### config.mk
export PLATFORM = sky130hd
export DESIGN_NAME = ber_tlv_header_parser_flat
export DESIGN_NICKNAME = d
export VERILOG_FILES = /design/src/sv/btlv_pkg.sv /design/src/sv/btlv_in_if.sv /design/src/sv/btlv_out_if.sv /design/src/sv/btlv_core.sv /design/src/sv/ber_tlv_header_parser.sv /design/src/flat_wrapper.sv
export SDC_FILE = /design/constraint.sdc
export NUM_CORES = 1
export LEC_CHECK = 0
export ABC_CLOCK_PERIOD_IN_PS = 20500
export BUFFER_PORTS_ARGS = -buffer_cell sky130_fd_sc_hd__buf_2
export CAP_MARGIN = 10
export CORE_MARGIN = 2
export CORE_UTILIZATION = 45
export DETAILED_ROUTE_END_ITERATION = 10
export PLACE_DENSITY_LB_ADDON = 0.3
export SETUP_SLACK_MARGIN = 0.4
export SLEW_MARGIN = 5
export SYNTH_ARGS = -nofsm -noshare
export SYNTH_HDL_FRONTEND = slang
export SYNTH_SLANG_ARGS = --single-unit
### constraint.sdc
create_clock -name i_clk -period 20.5 [get_ports i_clk]
set_clock_uncertainty 0.1 [all_clocks]
set_input_delay 3.075 -clock i_clk [delete_from_list [all_inputs] [get_ports i_clk]]
set_output_delay 3.075 -clock i_clk [all_outputs]
set_load 0.005 [all_outputs]
### src/sv/btlv_pkg.sv
package btlv_pkg;

    // Parser phase
    typedef enum logic [2:0] {
        PH_IDLE = 3'd0,
        PH_TAG  = 3'd1,
        PH_LEN  = 3'd2,
        PH_LENX = 3'd3,
        PH_CMD  = 3'd4,
        PH_DONE = 3'd5
    } t_phase;

    // Result status codes
    typedef enum logic [2:0] {
        ST_OK         = 3'd0,
        ST_TAG_LONG   = 3'd1,
        ST_TAG_ZERO   = 3'd2,
        ST_BUF_EXH    = 3'd3,
        ST_LEN_FORM   = 3'd4,
        ST_VALUE_OVER = 3'd5
    } t_status;

    // One parsed header
    typedef struct packed {
        t_status     status;
        logic [31:0] tag;
        logic [31:0] len;
        logic [15:0] cmd;
        logic        present;
        logic [3:0]  offset;
    } t_result;

    // Proprietary tags that carry command bytes
    localparam logic [31:0] TAG_CMD2  = 32'h5F81_8101;
    localparam logic [31:0] TAG_CMD1A = 32'h5F84_8115;
    localparam logic [31:0] TAG_CMD1B = 32'h5F84_8110;

    localparam logic [4:0]  TAG_EXT_MASK  = 5'h1F;
    localparam logic [7:0]  LEN_LONG_BASE = 8'h80;
    localparam logic [7:0]  LEN_LONG_MIN  = 8'h81;
    localparam logic [7:0]  LEN_LONG_MAX  = 8'h84;
    localparam logic [3:0]  TAG_MAX_BYTES = 4'd4;
    localparam logic [3:0]  HDR_MAX_BYTES = 4'd9;

endpackage

### src/sv/btlv_in_if.sv
interface btlv_in_if;
    logic       valid;
    logic       ready;
    logic [7:0] data_byte;
    logic       first_byte;

    modport source (output valid, output data_byte, output first_byte, input ready);
    modport sink   (input valid, input data_byte, input first_byte, output ready);
endinterface

### src/sv/btlv_out_if.sv
interface btlv_out_if;
    logic        valid;
    logic        ready;
    logic [2:0]  parse_status;
    logic [31:0] tag_value;
    logic [31:0] value_length;
    logic [15:0] command_word;
    logic        command_present;
    logic [3:0]  value_offset;

    modport source (output valid, output parse_status, output tag_value, output value_length,
                    output command_word, output command_present, output value_offset,
                    input ready);
    modport sink   (input valid, input parse_status, input tag_value, input value_length,
                    input command_word, input command_present, input value_offset,
                    output ready);
endinterface

### src/sv/btlv_core.sv
module btlv_core (
    input  logic               i_clk,
    input  logic               i_rst_n,
    input  logic               i_step,
    input  logic [7:0]         i_data_byte,
    input  logic               i_first_byte,
    input  logic [15:0]        i_buffer_size,
    output logic               o_res_valid,
    output btlv_pkg::t_result  o_res
);
    import btlv_pkg::*;

    t_phase      r_phase, n_phase;
    logic [31:0] r_tag, n_tag;
    logic [31:0] r_len, n_len;
    logic [2:0]  r_lbl, n_lbl;
    logic [3:0]  r_hdr, n_hdr;
    logic [15:0] r_cmd, n_cmd;
    logic [1:0]  r_cbl, n_cbl;

    // header bytes reached the buffer; size zero acts as one
    function automatic logic f_exhausted(logic [3:0] h, logic [15:0] bs);
        logic [15:0] b1;
        b1 = (bs == 16'd0) ? 16'd1 : bs;
        return {12'd0, h} >= b1;
    endfunction

    // state registers
    always_ff @(posedge i_clk) begin
        if (!i_rst_n) begin
            r_phase <= PH_IDLE;
            r_tag   <= '0;
            r_len   <= '0;
            r_lbl   <= '0;
            r_hdr   <= '0;
            r_cmd   <= '0;
            r_cbl   <= '0;
        end else if (i_step) begin
            r_phase <= n_phase;
            r_tag   <= n_tag;
            r_len   <= n_len;
            r_lbl   <= n_lbl;
            r_hdr   <= n_hdr;
            r_cmd   <= n_cmd;
            r_cbl   <= n_cbl;
        end
    end

    // one byte step
    always_comb begin
        logic [3:0]  v_hdr1;
        logic [31:0] v_tag_sh;
        logic [31:0] v_len_sh;
        logic [2:0]  v_lbl_dec;
        logic [1:0]  v_cbl_dec;
        logic [15:0] v_cmd_sh;
        logic [1:0]  v_need;
        logic [1:0]  v_taken;
        logic        ld;
        logic [31:0] ld_len;
        logic [3:0]  ld_hdr;
        logic        fin;
        logic [31:0] fin_len;
        logic [3:0]  fin_hdr;
        logic [1:0]  fin_taken;
        logic [15:0] fin_cmd;
        logic [15:0] v_room;

        v_hdr1    = r_hdr + 4'd1;
        v_tag_sh  = {r_tag[23:0], i_data_byte};
        v_len_sh  = {r_len[23:0], i_data_byte};
        v_lbl_dec = (r_lbl != 3'd0) ? r_lbl - 3'd1 : 3'd0;
        v_cbl_dec = (r_cbl != 2'd0) ? r_cbl - 2'd1 : 2'd0;
        v_cmd_sh  = {r_cmd[7:0], i_data_byte};
        if (r_tag == TAG_CMD2) begin
            v_need = 2'd2;
        end else if (r_tag == TAG_CMD1A || r_tag == TAG_CMD1B) begin
            v_need = 2'd1;
        end else begin
            v_need = 2'd0;
        end
        v_taken   = (r_tag == TAG_CMD2) ? 2'd2 : 2'd1;
        ld        = 1'b0;
        ld_len    = r_len;
        ld_hdr    = v_hdr1;
        fin       = 1'b0;
        fin_len   = r_len;
        fin_hdr   = r_hdr;
        fin_taken = 2'd0;
        fin_cmd   = r_cmd;
        v_room    = '0;

        n_phase = r_phase;
        n_tag   = r_tag;
        n_len   = r_len;
        n_lbl   = r_lbl;
        n_hdr   = r_hdr;
        n_cmd   = r_cmd;
        n_cbl   = r_cbl;
        o_res_valid = 1'b0;
        o_res       = '0;
        o_res.status = ST_OK;

        if (i_first_byte) begin
            n_tag = {24'd0, i_data_byte};
            n_len = '0;
            n_lbl = '0;
            n_hdr = 4'd1;
            n_cmd = '0;
            n_cbl = '0;
            if (i_data_byte[4:0] == TAG_EXT_MASK) begin
                if (f_exhausted(4'd1, i_buffer_size)) begin
                    o_res_valid  = 1'b1;
                    o_res.status = ST_BUF_EXH;
                    n_phase      = PH_DONE;
                end else begin
                    n_phase = PH_TAG;
                end
            end else if (i_data_byte == 8'd0) begin
                o_res_valid  = 1'b1;
                o_res.status = ST_TAG_ZERO;
                n_phase      = PH_DONE;
            end else if (f_exhausted(4'd1, i_buffer_size)) begin
                o_res_valid  = 1'b1;
                o_res.status = ST_BUF_EXH;
                o_res.tag    = {24'd0, i_data_byte};
                n_phase      = PH_DONE;
            end else begin
                n_phase = PH_LEN;
            end
        end else begin
            unique case (r_phase)
                PH_TAG: begin
                    n_hdr = v_hdr1;
                    n_tag = v_tag_sh;
                    if (i_data_byte[7]) begin
                        if (v_hdr1 >= TAG_MAX_BYTES) begin
                            o_res_valid  = 1'b1;
                            o_res.status = ST_TAG_LONG;
                            n_phase      = PH_DONE;
                        end else if (f_exhausted(v_hdr1, i_buffer_size)) begin
                            o_res_valid  = 1'b1;
                            o_res.status = ST_BUF_EXH;
                            n_phase      = PH_DONE;
                        end
                    end else if (f_exhausted(v_hdr1, i_buffer_size)) begin
                        o_res_valid  = 1'b1;
                        o_res.status = ST_BUF_EXH;
                        o_res.tag    = v_tag_sh;
                        n_phase      = PH_DONE;
                    end else begin
                        n_phase = PH_LEN;
                    end
                end
                PH_LEN: begin
                    n_hdr = v_hdr1;
                    if (i_data_byte >= LEN_LONG_MIN && i_data_byte <= LEN_LONG_MAX) begin
                        n_lbl = 3'(i_data_byte - LEN_LONG_BASE);
                        n_len = '0;
                        if (f_exhausted(v_hdr1, i_buffer_size)) begin
                            o_res_valid  = 1'b1;
                            o_res.status = ST_BUF_EXH;
                            o_res.tag    = r_tag;
                            n_phase      = PH_DONE;
                        end else begin
                            n_phase = PH_LENX;
                        end
                    end else if (i_data_byte[7]) begin
                        o_res_valid  = 1'b1;
                        o_res.status = ST_LEN_FORM;
                        o_res.tag    = r_tag;
                        n_phase      = PH_DONE;
                    end else begin
                        n_len  = {24'd0, i_data_byte};
                        ld     = 1'b1;
                        ld_len = {24'd0, i_data_byte};
                    end
                end
                PH_LENX: begin
                    n_hdr = v_hdr1;
                    n_len = v_len_sh;
                    n_lbl = v_lbl_dec;
                    if (v_lbl_dec == 3'd0) begin
                        ld     = 1'b1;
                        ld_len = v_len_sh;
                    end else if (f_exhausted(v_hdr1, i_buffer_size)) begin
                        o_res_valid  = 1'b1;
                        o_res.status = ST_BUF_EXH;
                        o_res.tag    = r_tag;
                        n_phase      = PH_DONE;
                    end
                end
                PH_CMD: begin
                    n_cmd = v_cmd_sh;
                    n_cbl = v_cbl_dec;
                    if (v_cbl_dec == 2'd0) begin
                        n_len     = r_len - {30'd0, v_taken};
                        fin       = 1'b1;
                        fin_len   = r_len - {30'd0, v_taken};
                        fin_hdr   = r_hdr;
                        fin_taken = v_taken;
                        fin_cmd   = v_cmd_sh;
                    end
                end
                default: begin
                end
            endcase
        end

        // length complete: command bytes follow or finish now
        if (ld) begin
            if (v_need != 2'd0 && ld_len >= {30'd0, v_need}) begin
                n_cbl   = v_need;
                n_cmd   = '0;
                n_phase = PH_CMD;
            end else begin
                fin       = 1'b1;
                fin_len   = ld_len;
                fin_hdr   = ld_hdr;
                fin_taken = 2'd0;
            end
        end

        // final result with value room check
        if (fin) begin
            v_room = (i_buffer_size > {12'd0, fin_hdr}) ? i_buffer_size - {12'd0, fin_hdr}
                                                        : 16'd0;
            o_res_valid   = 1'b1;
            o_res.status  = (fin_len > {16'd0, v_room}) ? ST_VALUE_OVER : ST_OK;
            o_res.tag     = r_tag;
            o_res.len     = fin_len;
            o_res.cmd     = (fin_taken != 2'd0) ? fin_cmd : 16'd0;
            o_res.present = (fin_taken != 2'd0);
            o_res.offset  = fin_hdr + {2'd0, fin_taken};
            n_phase       = PH_DONE;
        end
    end

    // checks
    a_err_fields_zero: assert property (@(posedge i_clk) disable iff (!i_rst_n)
        (o_res_valid && o_res.status != ST_OK && o_res.status != ST_VALUE_OVER)
        |-> (o_res.len == 32'd0 && !o_res.present && o_res.offset == 4'd0))
        else $error("error result carries length or command");

    a_cmd_offset: assert property (@(posedge i_clk) disable iff (!i_rst_n)
        (o_res_valid && o_res.present) |-> (o_res.offset >= 4'd6))
        else $error("command result with short header");

    a_hold_when_idle: assert property (@(posedge i_clk) disable iff (!i_rst_n)
        !i_step |=> ($stable(r_phase) && $stable(r_hdr)))
        else $error("parser state moved without a byte");

    a_hdr_bound: assert property (@(posedge i_clk) disable iff (!i_rst_n)
        r_hdr <= HDR_MAX_BYTES)
        else $error("header byte count out of range");

endmodule

### src/sv/ber_tlv_header_parser.sv
// Pipeline: an accepted byte is held in the input register and parsed combinationally by the core;
// its result is captured in the result register, which drives the output.
// Throughput: one byte per cycle; the result register and the input register stall only
// while a finished result waits downstream.
// Reset: synchronous, active low; clears the parser to idle and sets buffer_size to 200.
module ber_tlv_header_parser (
    input  logic        i_clk,
    input  logic        i_rst_n,
    btlv_in_if.sink     i_in,
    btlv_out_if.source  o_out,
    input  logic        i_cfg_we,
    input  logic [15:0] i_cfg_wdata
);
    import btlv_pkg::*;

    logic        r_in_valid;
    logic [7:0]  r_byte;
    logic        r_first;
    logic        r_out_valid;
    t_result     r_out;
    logic [15:0] r_buffer_size;

    logic        out_free;
    logic        step;
    logic        res_valid;
    t_result     res;

    assign out_free   = !r_out_valid || o_out.ready;
    assign step       = r_in_valid && out_free;
    assign i_in.ready = !r_in_valid || out_free;

    // configuration register
    always_ff @(posedge i_clk) begin
        if (!i_rst_n) begin
            r_buffer_size <= 16'd200;
        end else if (i_cfg_we) begin
            r_buffer_size <= i_cfg_wdata;
        end
    end

    // input register
    always_ff @(posedge i_clk) begin
        if (!i_rst_n) begin
            r_in_valid <= 1'b0;
        end else if (i_in.valid && i_in.ready) begin
            r_in_valid <= 1'b1;
        end else if (step) begin
            r_in_valid <= 1'b0;
        end
    end

    always_ff @(posedge i_clk) begin
        if (i_in.valid && i_in.ready) begin
            r_byte  <= i_in.data_byte;
            r_first <= i_in.first_byte;
        end
    end

    btlv_core u_core (
        .i_clk         (i_clk),
        .i_rst_n       (i_rst_n),
        .i_step        (step),
        .i_data_byte   (r_byte),
        .i_first_byte  (r_first),
        .i_buffer_size (r_buffer_size),
        .o_res_valid   (res_valid),
        .o_res         (res)
    );

    // result register
    always_ff @(posedge i_clk) begin
        if (!i_rst_n) begin
            r_out_valid <= 1'b0;
        end else if (step && res_valid) begin
            r_out_valid <= 1'b1;
        end else if (o_out.ready) begin
            r_out_valid <= 1'b0;
        end
    end

    always_ff @(posedge i_clk) begin
        if (step && res_valid) begin
            r_out <= res;
        end
    end

    assign o_out.valid           = r_out_valid;
    assign o_out.parse_status    = r_out.status;
    assign o_out.tag_value       = r_out.tag;
    assign o_out.value_length    = r_out.len;
    assign o_out.command_word    = r_out.cmd;
    assign o_out.command_present = r_out.present;
    assign o_out.value_offset    = r_out.offset;

endmodule

### src/flat_wrapper.sv
// flat-port wrapper written by rule: the top's interface ports become plain ports
module ber_tlv_header_parser_flat import btlv_pkg::*;
  (i_clk, i_rst_n, i_cfg_we, i_cfg_wdata, i_in_valid, i_in_data_byte, i_in_first_byte, i_in_ready, o_out_valid, o_out_parse_status, o_out_tag_value, o_out_value_length, o_out_command_word, o_out_command_present, o_out_value_offset, o_out_ready);
  btlv_in_if i_in_i ();
  btlv_out_if o_out_i ();
  input  logic i_clk;
  input  logic i_rst_n;
  input  logic i_cfg_we;
  input  logic [15:0] i_cfg_wdata;
  input wire logic [$bits(i_in_i.valid)-1:0] i_in_valid;
  input wire logic [$bits(i_in_i.data_byte)-1:0] i_in_data_byte;
  input wire logic [$bits(i_in_i.first_byte)-1:0] i_in_first_byte;
  output wire logic [$bits(i_in_i.ready)-1:0] i_in_ready;
  output wire logic [$bits(o_out_i.valid)-1:0] o_out_valid;
  output wire logic [$bits(o_out_i.parse_status)-1:0] o_out_parse_status;
  output wire logic [$bits(o_out_i.tag_value)-1:0] o_out_tag_value;
  output wire logic [$bits(o_out_i.value_length)-1:0] o_out_value_length;
  output wire logic [$bits(o_out_i.command_word)-1:0] o_out_command_word;
  output wire logic [$bits(o_out_i.command_present)-1:0] o_out_command_present;
  output wire logic [$bits(o_out_i.value_offset)-1:0] o_out_value_offset;
  input wire logic [$bits(o_out_i.ready)-1:0] o_out_ready;
  assign i_in_i.valid = i_in_valid;
  assign i_in_i.data_byte = i_in_data_byte;
  assign i_in_i.first_byte = i_in_first_byte;
  assign i_in_ready = i_in_i.ready;
  assign o_out_valid = o_out_i.valid;
  assign o_out_parse_status = o_out_i.parse_status;
  assign o_out_tag_value = o_out_i.tag_value;
  assign o_out_value_length = o_out_i.value_length;
  assign o_out_command_word = o_out_i.command_word;
  assign o_out_command_present = o_out_i.command_present;
  assign o_out_value_offset = o_out_i.value_offset;
  assign o_out_i.ready = o_out_ready;
  ber_tlv_header_parser u_core (.i_clk(i_clk), .i_rst_n(i_rst_n), .i_in(i_in_i), .o_out(o_out_i), .i_cfg_we(i_cfg_we), .i_cfg_wdata(i_cfg_wdata));
endmodule
# Word-level counts from Yosys, hierarchy flattened
# Index checks and enable logic that the tools add are counted.
# W data, S select, Z words.
# op_classes
reduce_logical,30
addsub,7
mux,108
n_eq_ne,9
magnitude_cmp,8
# ops
op,count
$mux W32,16
$mux W16,10
$mux W35,4
$pmux W35 S3,1
$mux W34,3
$eq A32 B31 Y1 const B,3
$pmux W32 S3,1
$mux W88,1
$pmux W32 S2,1
$mux W3,21
$mux W2,17
$ge A32 B2 Y1,1
$gt A32 B16 Y1,1
$sub A32 B2 Y32,1
$mux W1,25
$ge A1 B16 Y1 const A,1
$ge A4 B16 Y1,1
$gt A16 B4 Y1,1
$logic_not A16 Y1,1
$mux W4,4
$sub A16 B4 Y16,1
$reduce_bool A2 Y1,7
$pmux W3 S3,1
$ge A8 B8 Y1 const B,1
other kinds (25),38
# totals
word_cells,180
inputBits,30
reg_bits,207
out_inout_bits,90

# Longest topological paths before layout
# Gate-level depths: netlist of run 1.
# logic_depth
word_depth,15
mapped_depth,35
ltp_nobuf,31

# Hierarchy
# A second synthesis of run 1 with hierarchy kept.
# hier_totals
hier_cells,1344
area_unflattened_um2,11701.2
# by_module_without_submodules
module,seq_area_each_um2,instances,cells_each,area_per_inst_um2
btlv_core,1681.6,1,1183,8081.5
ber_tlv_header_parser,3273.1,1,161,3619.7

# Least setup slack after synthesis of run 1
# No wires, ideal clock.
# synth_path
kind,register to register
startpoint,reg u_core.r_first
endpoint,"reg u_core.r_out (netlist bit u_core.o_out.command_present), enable pin"
n_path_buf,2
period_less_slack_ns,7.849
setup_time_ns,0.535
required_ns,19.865
setup_slack_ns,12.651
arrival_time_ns,7.214
path_stages_with_launch,16
path_cell_list,edfxtp_1 or3b_1 buf_6 a211oi_4 clkbuf_1 nor2_1 a21oi_1 ha_1 nand2b_1 a21o_1 a221oi_1 o211ai_2 nor3_2 a31o_2 and4bb_1 nor2_1
# synth_via
elab_chain_len,7
word_cells_on_any_way,10
cone_classes,1 x order compare; 7 x mux; 2 x reduce/logical
# synth_rtl
element,line,text
from (decl),ber_tlv_header_parser.sv:18,logic r_first;
from (signal assigned),ber_tlv_header_parser.sv:55,r_first <= i_in.first_byte;
$mux W32,btlv_core.sv:104,if (i_first_byte) begin
$ge A32 B2 Y1,btlv_core.sv:212,"if (v_need != 2'd0 && ld_len >= {30'd0, v_need}) begin"
$logic_and A1 B1 Y1,btlv_core.sv:212,
$mux W1,btlv_core.sv:212,
$mux W1,btlv_core.sv:211,if (ld) begin
$mux W1 (*),btlv_core.sv:225,if (fin) begin
$logic_and A1 B1 Y1 (*),ber_tlv_header_parser.sv:82,if (step && res_valid) begin
to (signal assigned),ber_tlv_header_parser.sv:83,r_out <= res;
to (decl),ber_tlv_header_parser.sv:20,t_result r_out;
# Mark *: on every way between the ends. The rest lies on a longest branch, timed or not.
# A chain may end at the register's enable or synchronous reset.

==> results of run 1 <==
[per-layer routing]
metal  track usage, %  up-vias  share of wire [%]
met5                0        -                  0
met4             9.07        0                2.8
met3             4.84       89                8.7
met2             39.9      546                 45
met1             35.5     5186                 43
li1                 -     5118                  -
[flip-flops by register name (all words and copies together) (netlist names), 4 cells and up]
signal / count
u_core.u_core.r_tag: 32
u_core.r_byte: 8
u_core.u_core.r_cmd: 8
u_core.u_core.r_hdr: 4
u_core.o_out.command_word: 16
u_core.u_core.r_len: 32
u_core.o_out.value_offset: 4
u_core.r_buffer_size: 16
u_core.o_out.value_length: 32
u_core.o_out.tag_value: 32
[logic make-up after synthesis]
logic type / after synthesis / synth area share, %
adders and majority gates: 35 / 3.80
muxes: 23 / 1.93
xor gates and xnor gates: 50 / 3.61
and+or+nand+nor: 497 / 21.2
DFF: 199 / 40.9
buffers and inverters: 153 / 5.38
AOI/OAI and AO/OA: 398 / 23.2
[synth_stat cells (21+ instances only)]
cell	count	area share, %
buf_2	22	0.91
clkbuf_1	91	2.8
xnor2_1	25	1.8
xor2_1	25	1.8
ha_1	32	3.3
o21ai_0	62	2.6
nand3_1	21	0.87
nor2_1	134	4.2
a21oi_1	94	3.9
edfxtp_1	97	24
a22o_1	39	2.8
dfxtp_1	102	17
a22oi_1	44	2.7
nand2_1	131	4.1
nor4_1	33	1.7
nor3_1	38	1.6
inv_1	25	0.77
and2_1	22	1.1
[worst max-delay path by stage]
stage	start	to	slack (ns)	cells past startpoint
5_1_grt	u_core.u_core.r_phase[2]	u_core.o_out.parse_status[2]	11.01	32
2_1_floorplan	u_core.r_first	u_core.o_out.command_present	12.65	15
3_3_place_gp	u_core.r_first	u_core.o_out.parse_status[0]	12.10	33
3_5_place_dp	u_core.u_core.r_phase[1]	u_core.o_out.parse_status[0]	11.87	32
4_1_cts	u_core.r_first	u_core.o_out.parse_status[0]	11.73	33
6_report	u_core.u_core.r_phase[1]	u_core.o_out.parse_status[0]	11.66	32
[worst max-delay path, delay by kind of cell, from the launching register on]
kind            cells  cell delay, ns
compound gates     10            2.19
xor+xnor            1            0.17
fa+ha+maj           3            0.84
buf+inv             1            0.34
flops               1            0.60
mux                 1            0.42
simple gates       16            3.87
[stage by stage]
step / setup WS (ns) / cells / hold slack, ns / util, % / instance area, um2
3_3_place_gp: 12.10 / 1711 / 0.369 / 47.9 / 12800
6_report: 11.66 / 1743 / 0.394 / 50.3 / 13400
5_1_grt: 11.01 / 1743 / 0.418 / 50.3 / 13400
3_5_place_dp: 11.87 / 1711 / 0.375 / 47.9 / 12800
2_1_floorplan: 12.65 / 1355 / 0.360 / - / 12100
4_1_cts: 11.73 / 1743 / 0.397 / 50.3 / 13400
[power groups by stage]
stage | Combinational (mW) | Sequential, mW | Clock [mW]
after floorplan | 0.0584 | 0.434 | 0
after global placement | 0.0764 | 0.439 | 0
after detailed placement | 0.0768 | 0.439 | 0
after CTS | 0.0775 | 0.430 | 0.373
after global routing | 0.0861 | 0.431 | 0.388
final | 0.0783 | 0.430 | 0.368
[cell type report]
cell class	count	area (um2)
inverter	27	101
clock buffer	17	425
tap	341	427
timing repair buffer	141	761
sequential	199	4950
fill	2492	13300
multi-input combinational	1003	6550
clock inverter	15	218
==> flow_metrics.env, run 1 <==
export IMPL_status="complete, no violations"
export IMPL_worst_pin_slew_ns=1.11
export IMPL_ant_nets=0
export IMPL_syn_nets=1420
export IMPL_drtIter0Drc=1421
export IMPL_yosysUniqueCellTypes=102
export IMPL_end_kind="flop"
export IMPL_core_area_um2=26700
export IMPL_cts_root_buf="clkbuf_16"
export IMPL_intPower_mw=0.620
export IMPL_synth_edf_count=97
export IMPL_routabilityCongestion=0.937
export IMPL_r2r_end="u_core.o_out.parse_status[0]"
export IMPL_finalSetupViolCount=0
export IMPL_clkTransAtPathRegs_ns=0.09
export IMPL_fp_dieH_um=168
export IMPL_overflow=0
export IMPL_ys_seq_area_share_pct=40.9
export IMPL_post_cts_resize_count=0
export IMPL_hp_start="u_core.u_core.r_cmd[4]"
export IMPL_routed_wl_um=36600
export IMPL_routedWlPerCell_um=21.0
export IMPL_cp_required_ns=20.57
export IMPL_synthArstFlopShare_pct=0
export IMPL_synthCells=1355
export IMPL_cts_max_level=4
export IMPL_via_per_inst=6.28
export IMPL_worstPathArrival_ns=8.91
export IMPL_drc_errors=0
export IMPL_antenna_cells=0
export IMPL_clkSinkCount=199
export IMPL_clockPowerShare_pct=42.0
export IMPL_holdPathEnd="u_core.u_core.r_cmd[4]"
export IMPL_startpoint_type="flop"
export IMPL_avgSynthCellArea_um2=8.94
export IMPL_powerDensity_nw_per_um2=65.2
export IMPL_initial_utilization_pct=45.3
export IMPL_dr_total_vias=10900
export IMPL_clkLatencyLatePin_ns=0.45
export IMPL_cp_slowest_cell="nor2_2"
export IMPL_die_area_um2=28300
export IMPL_report_final_slew_viol_count=0
export IMPL_max_slew_margin_pct=25.6
export IMPL_dpl_hpwl_um=24500
export IMPL_r2r_start="u_core.u_core.r_phase[1]"
export IMPL_areaGrowthSynthToFinish_pct=10.9
export IMPL_yosysWarningCount=0
export IMPL_worst_path_max_fanout=27
export IMPL_layout_min_cycle_time_ns=8.84
export IMPL_worstSetupPathType="flop to flop"
export IMPL_layout_common_cells="nor2_1, nand2_1, buf_2"
export IMPL_rows=60
export IMPL_vdd_drop_max_uv=56.9
export IMPL_cap_viol_max_count=0
export IMPL_p_seq_share_pct=49.1
export IMPL_cts_buffer_depth=2
export IMPL_setup_tns_ns=0
export IMPL_tritoncts="yes"
export IMPL_grt_pass1_wl_um=56900
export IMPL_crit_path_frequent_cell="ha_1"
export IMPL_final_common_cell="nor2_1"
export IMPL_total_power_mw=0.877
export IMPL_ys_seq_elements=199
export IMPL_rsz0062_at_grt="no"
export IMPL_track_usage_pct=25.5
export IMPL_antenna_found_initial=0
export IMPL_holdPathStages=1
export IMPL_io_pins=120
export IMPL_power_switching_mw=0.257
export IMPL_fin_nets=1454
export IMPL_syn_area_um2=12100
export IMPL_post_cts_buffers=0
export IMPL_reg2reg_slack_ns=11.66
export IMPL_final_period_utilization_pct=43.1
export IMPL_drive_above_1_share_pct=16.0
export IMPL_cts_buffers=17
export IMPL_sw_frac_of_total_pct=29.3
export IMPL_first_pass_iters=8
export IMPL_max_freq_mhz=113
export IMPL_reg2reg_depth=32
export IMPL_pwr_share_comb_pct=8.9
export IMPL_grt_start_max_net_pins=67
export IMPL_portBuffers=119
export IMPL_synth_flop_cell="dfxtp_1"
export IMPL_fp_dieW_um=168
export IMPL_hold_buffers=0
export IMPL_max_stage_delay_ns=0.64
export IMPL_min_path_type="flop to flop"
export IMPL_grt_pass1_vias=9966
export IMPL_report_final_hold_viol_count=0
export IMPL_p_leak_nw=5.05
(Power assumes the default switching activity.)
==> inputs of run 2 (changes only) <==
ABC_AREA = 1   (was unset)
ABC_CLOCK_PERIOD_IN_PS = 7700   (was 20500)
clock period = 7.7 ns   (was 20.5 ns; I/O delays follow)
==> run 2 against run 1 <==
Non-clock buffer count rose by 13. Critical path type unchanged. Combinational power rose to 4.8 times the previous value. Via count rose by 16%. First-iteration DRC count rose by 2.9%. Die area rose by 3.2%. Flip-flop and latch count did not move. Global-route usage rose by 3.1 points.
==> flow_metrics.env, run 2 <==
export IMPL_status="complete, no violations"
export IMPL_rows=61
export IMPL_cap_viol_max_count=0
export IMPL_syn_nets=1830
export IMPL_fin_nets=1899
export IMPL_routedWlPerCell_um=18.7
export IMPL_cts_buffer_depth=2
export IMPL_first_pass_iters=6
export IMPL_cts_max_level=4
export IMPL_p_leak_nw=5.87
export IMPL_drtIter0Drc=1462
export IMPL_worst_pin_slew_ns=1.07
export IMPL_max_freq_mhz=154
export IMPL_synth_common_cells="nand2_1, inv_1, nor2_1"
export IMPL_yosys_area_top_type_share_pct=23.3
export IMPL_avgSynthCellArea_um2=7.09
export IMPL_total_power_mw=2.40
export IMPL_ys_seq_elements=199
export IMPL_worst_path_max_fanout=9
export IMPL_synth_top_area_cell="edfxtp_1"
export IMPL_drive_above_1_share_pct=12.5
export IMPL_clkTransAtPathRegs_ns=0.08
export IMPL_rsz0062_at_grt="no"
export IMPL_dpl_hpwl_um=29800
export IMPL_portBuffers=119
export IMPL_hp_start="u_core.u_core.r_hdr[3]"
export IMPL_grt_start_max_net_pins=76
export IMPL_via_per_inst=5.68
export IMPL_max_stage_delay_ns=0.43
export IMPL_fp_dieH_um=171
export IMPL_core_area_um2=27600
export IMPL_startpoint_type="flop"
export IMPL_syn_area_um2=12500
export IMPL_r2r_start="u_core.r_byte[0]"
export IMPL_reg2reg_depth=52
export IMPL_track_usage_pct=28.7
export IMPL_cts_buffers=17
export IMPL_worstPathArrival_ns=6.59
export IMPL_areaGrowthSynthToFinish_pct=12.4
export IMPL_r2r_end="u_core.o_out.parse_status[0]"
export IMPL_end_kind="flop"
export IMPL_antenna_cells=0
export IMPL_min_path_type="flop to flop"
export IMPL_die_area_um2=29200
export IMPL_whs_ns=0.364
export IMPL_synthArstFlopShare_pct=0
export IMPL_yosysMostFrequentCell="nand2_1"
export IMPL_powerDensity_nw_per_um2=171
export IMPL_cp_top_family="simple AND/OR/NAND/NOR gates"
export IMPL_cp_slowest_cell="edfxtp_1"
export IMPL_yosysUniqueCellTypes=51
export IMPL_synth_flop_cell="dfxtp_1"
export IMPL_final_period_utilization_pct=84.2
export IMPL_tritoncts="yes"
export IMPL_ys_seq_area_share_pct=39.6
export IMPL_worstSetupPathType="flop to flop"
export IMPL_critPathBufInv=9
export IMPL_yosysWarningCount=0
export IMPL_report_final_hold_viol_count=0
export IMPL_dr_total_vias=12600
export IMPL_finalSetupViolCount=0
export IMPL_synth_edf_count=97
export IMPL_final_common_cell="nand2_1"
export IMPL_holdPathStages=2
export IMPL_routabilityCongestion=0.998
export IMPL_report_final_slew_viol_count=0
export IMPL_grt_pass1_vias=11600
export IMPL_max_slew_margin_pct=28.5
export IMPL_clkLatencyLatePin_ns=0.45
export IMPL_dp_cells=2183
export IMPL_layout_min_cycle_time_ns=6.48
export IMPL_hold_buffers=0
export IMPL_cts_root_buf="clkbuf_16"
export IMPL_synth_area_leaders="edfxtp_1, dfxtp_1, nand2_1"
export IMPL_layout_common_cells="nand2_1, inv_1, nor2_1"
export IMPL_synthCells=1765
export IMPL_io_pins=120
export IMPL_ant_nets=0
export IMPL_clkSinkCount=199
export IMPL_post_layout_nonfiller_instances=2225
export IMPL_antenna_found_initial=0
export IMPL_final_core_util_pct=51.0
export IMPL_crit_path_frequent_cell="nand2_1"
export IMPL_drc_errors=0
export IMPL_cp_required_ns=7.81
export IMPL_fp_dieW_um=171
export IMPL_overflow=0
export IMPL_setup_tns_ns=0
export IMPL_reg2reg_slack_ns=1.22
export IMPL_initial_utilization_pct=45.4
export IMPL_vdd_drop_max_uv=120
export IMPL_holdPathEnd="u_core.u_core.r_hdr[3]"
export IMPL_routed_wl_um=41500
export IMPL_grt_pass1_wl_um=64600
-- run 2: kinds of logic (layout without fill, tap and decap cells) --
family                     count (synthesis)  count (layout)  synth area share [%]
and+or+nand+nor                          799             799                  26.8
DFF                                      199             199                  39.6
muxes                                      2               2                 0.160
adders and majority gates                 35              35                  3.68
xor gates and xnor gates                  34              34                  2.38
buffers and inverters                    314             396                  9.87
AOI/OAI and AO/OA                        382             382                  17.5
-- run 2: worst reg2reg max path: cells and delay by family, from the launching register on --
family / cells / cell delay (ns)
AND/OR/NAND/NOR: 32 / 3.00
AO/OA/AOI/OAI: 8 / 1.13
adder cells (fa/ha/maj): 3 / 0.93
buffers and inverters: 9 / 0.68
flip-flops: 1 / 0.43
-- run 2: worst max path at each step --
| stage | from | endpoint | slack (ns) | depth (start not counted) |
|---|---|---|---|---|
| after global placement | u_core.r_byte[2] | u_core.o_out.parse_status[2] | 1.10 | 49 |
| after CTS | u_core.r_byte[2] | u_core.o_out.parse_status[2] | 0.66 | 50 |
| after global routing | u_core.r_byte[2] | u_core.o_out.parse_status[0] | 0.39 | 51 |
| final | u_core.r_byte[0] | u_core.o_out.parse_status[0] | 1.22 | 52 |
| after detailed placement | u_core.r_byte[2] | u_core.o_out.parse_status[2] | 0.76 | 50 |
| after floorplan | u_core.r_byte[7] | u_core.o_out.parse_status[0] | 1.00 | 41 |
-- run 2: stage by stage --
| stage | area (um2) | worst slack (ns) |
|---|---|---|
| 2_1_floorplan | 12500 | 1.00 |
| 5_1_grt | 14100 | 0.394 |
| 6_report | 14100 | 1.22 |
| 4_1_cts | 13900 | 0.662 |
| 3_5_place_dp | 13400 | 0.757 |
| 3_3_place_gp | 13400 | 1.10 |
-- run 2: timing repair --
action / CTS / global route
gates resized for setup: 0 / 19
endpoints found under the setup margin: 0 / 2
setup buffers: 0 / 10
-- run 2: power breakdown --
part	total (mW)	internal [mW]	switching (mW)	leakage, nW
clock	0.877	0.429	0.449	0.271
sequential	1.15	1.13	0.0237	1.75
combinational	0.374	0.115	0.260	3.85
total	2.40	1.67	0.732	5.87
-- run 2: final cells by class --
| type | count | area [um2] |
|---|---|---|
| Fill cell | 2764 | 13500 |
| Multi-Input combinational cell | 1252 | 6400 |
| Sequential cell | 199 | 4960 |
| Timing Repair Buffer | 154 | 875 |
| Inverter | 210 | 791 |
| Tap cell | 378 | 473 |
| Clock buffer | 18 | 429 |
| Clock inverter | 14 | 134 |
-- run 2: layer usage --
layer	share of wire [%]	vias to the layer above	GRT usage [%]	wire length, um
met5	0	-	0	0
met4	3.7	0	11.6	1520
met3	7.6	108	4.53	3150
met2	46	567	45.4	19000
met1	43	5943	39.2	17800
li1	-	6031	-	-
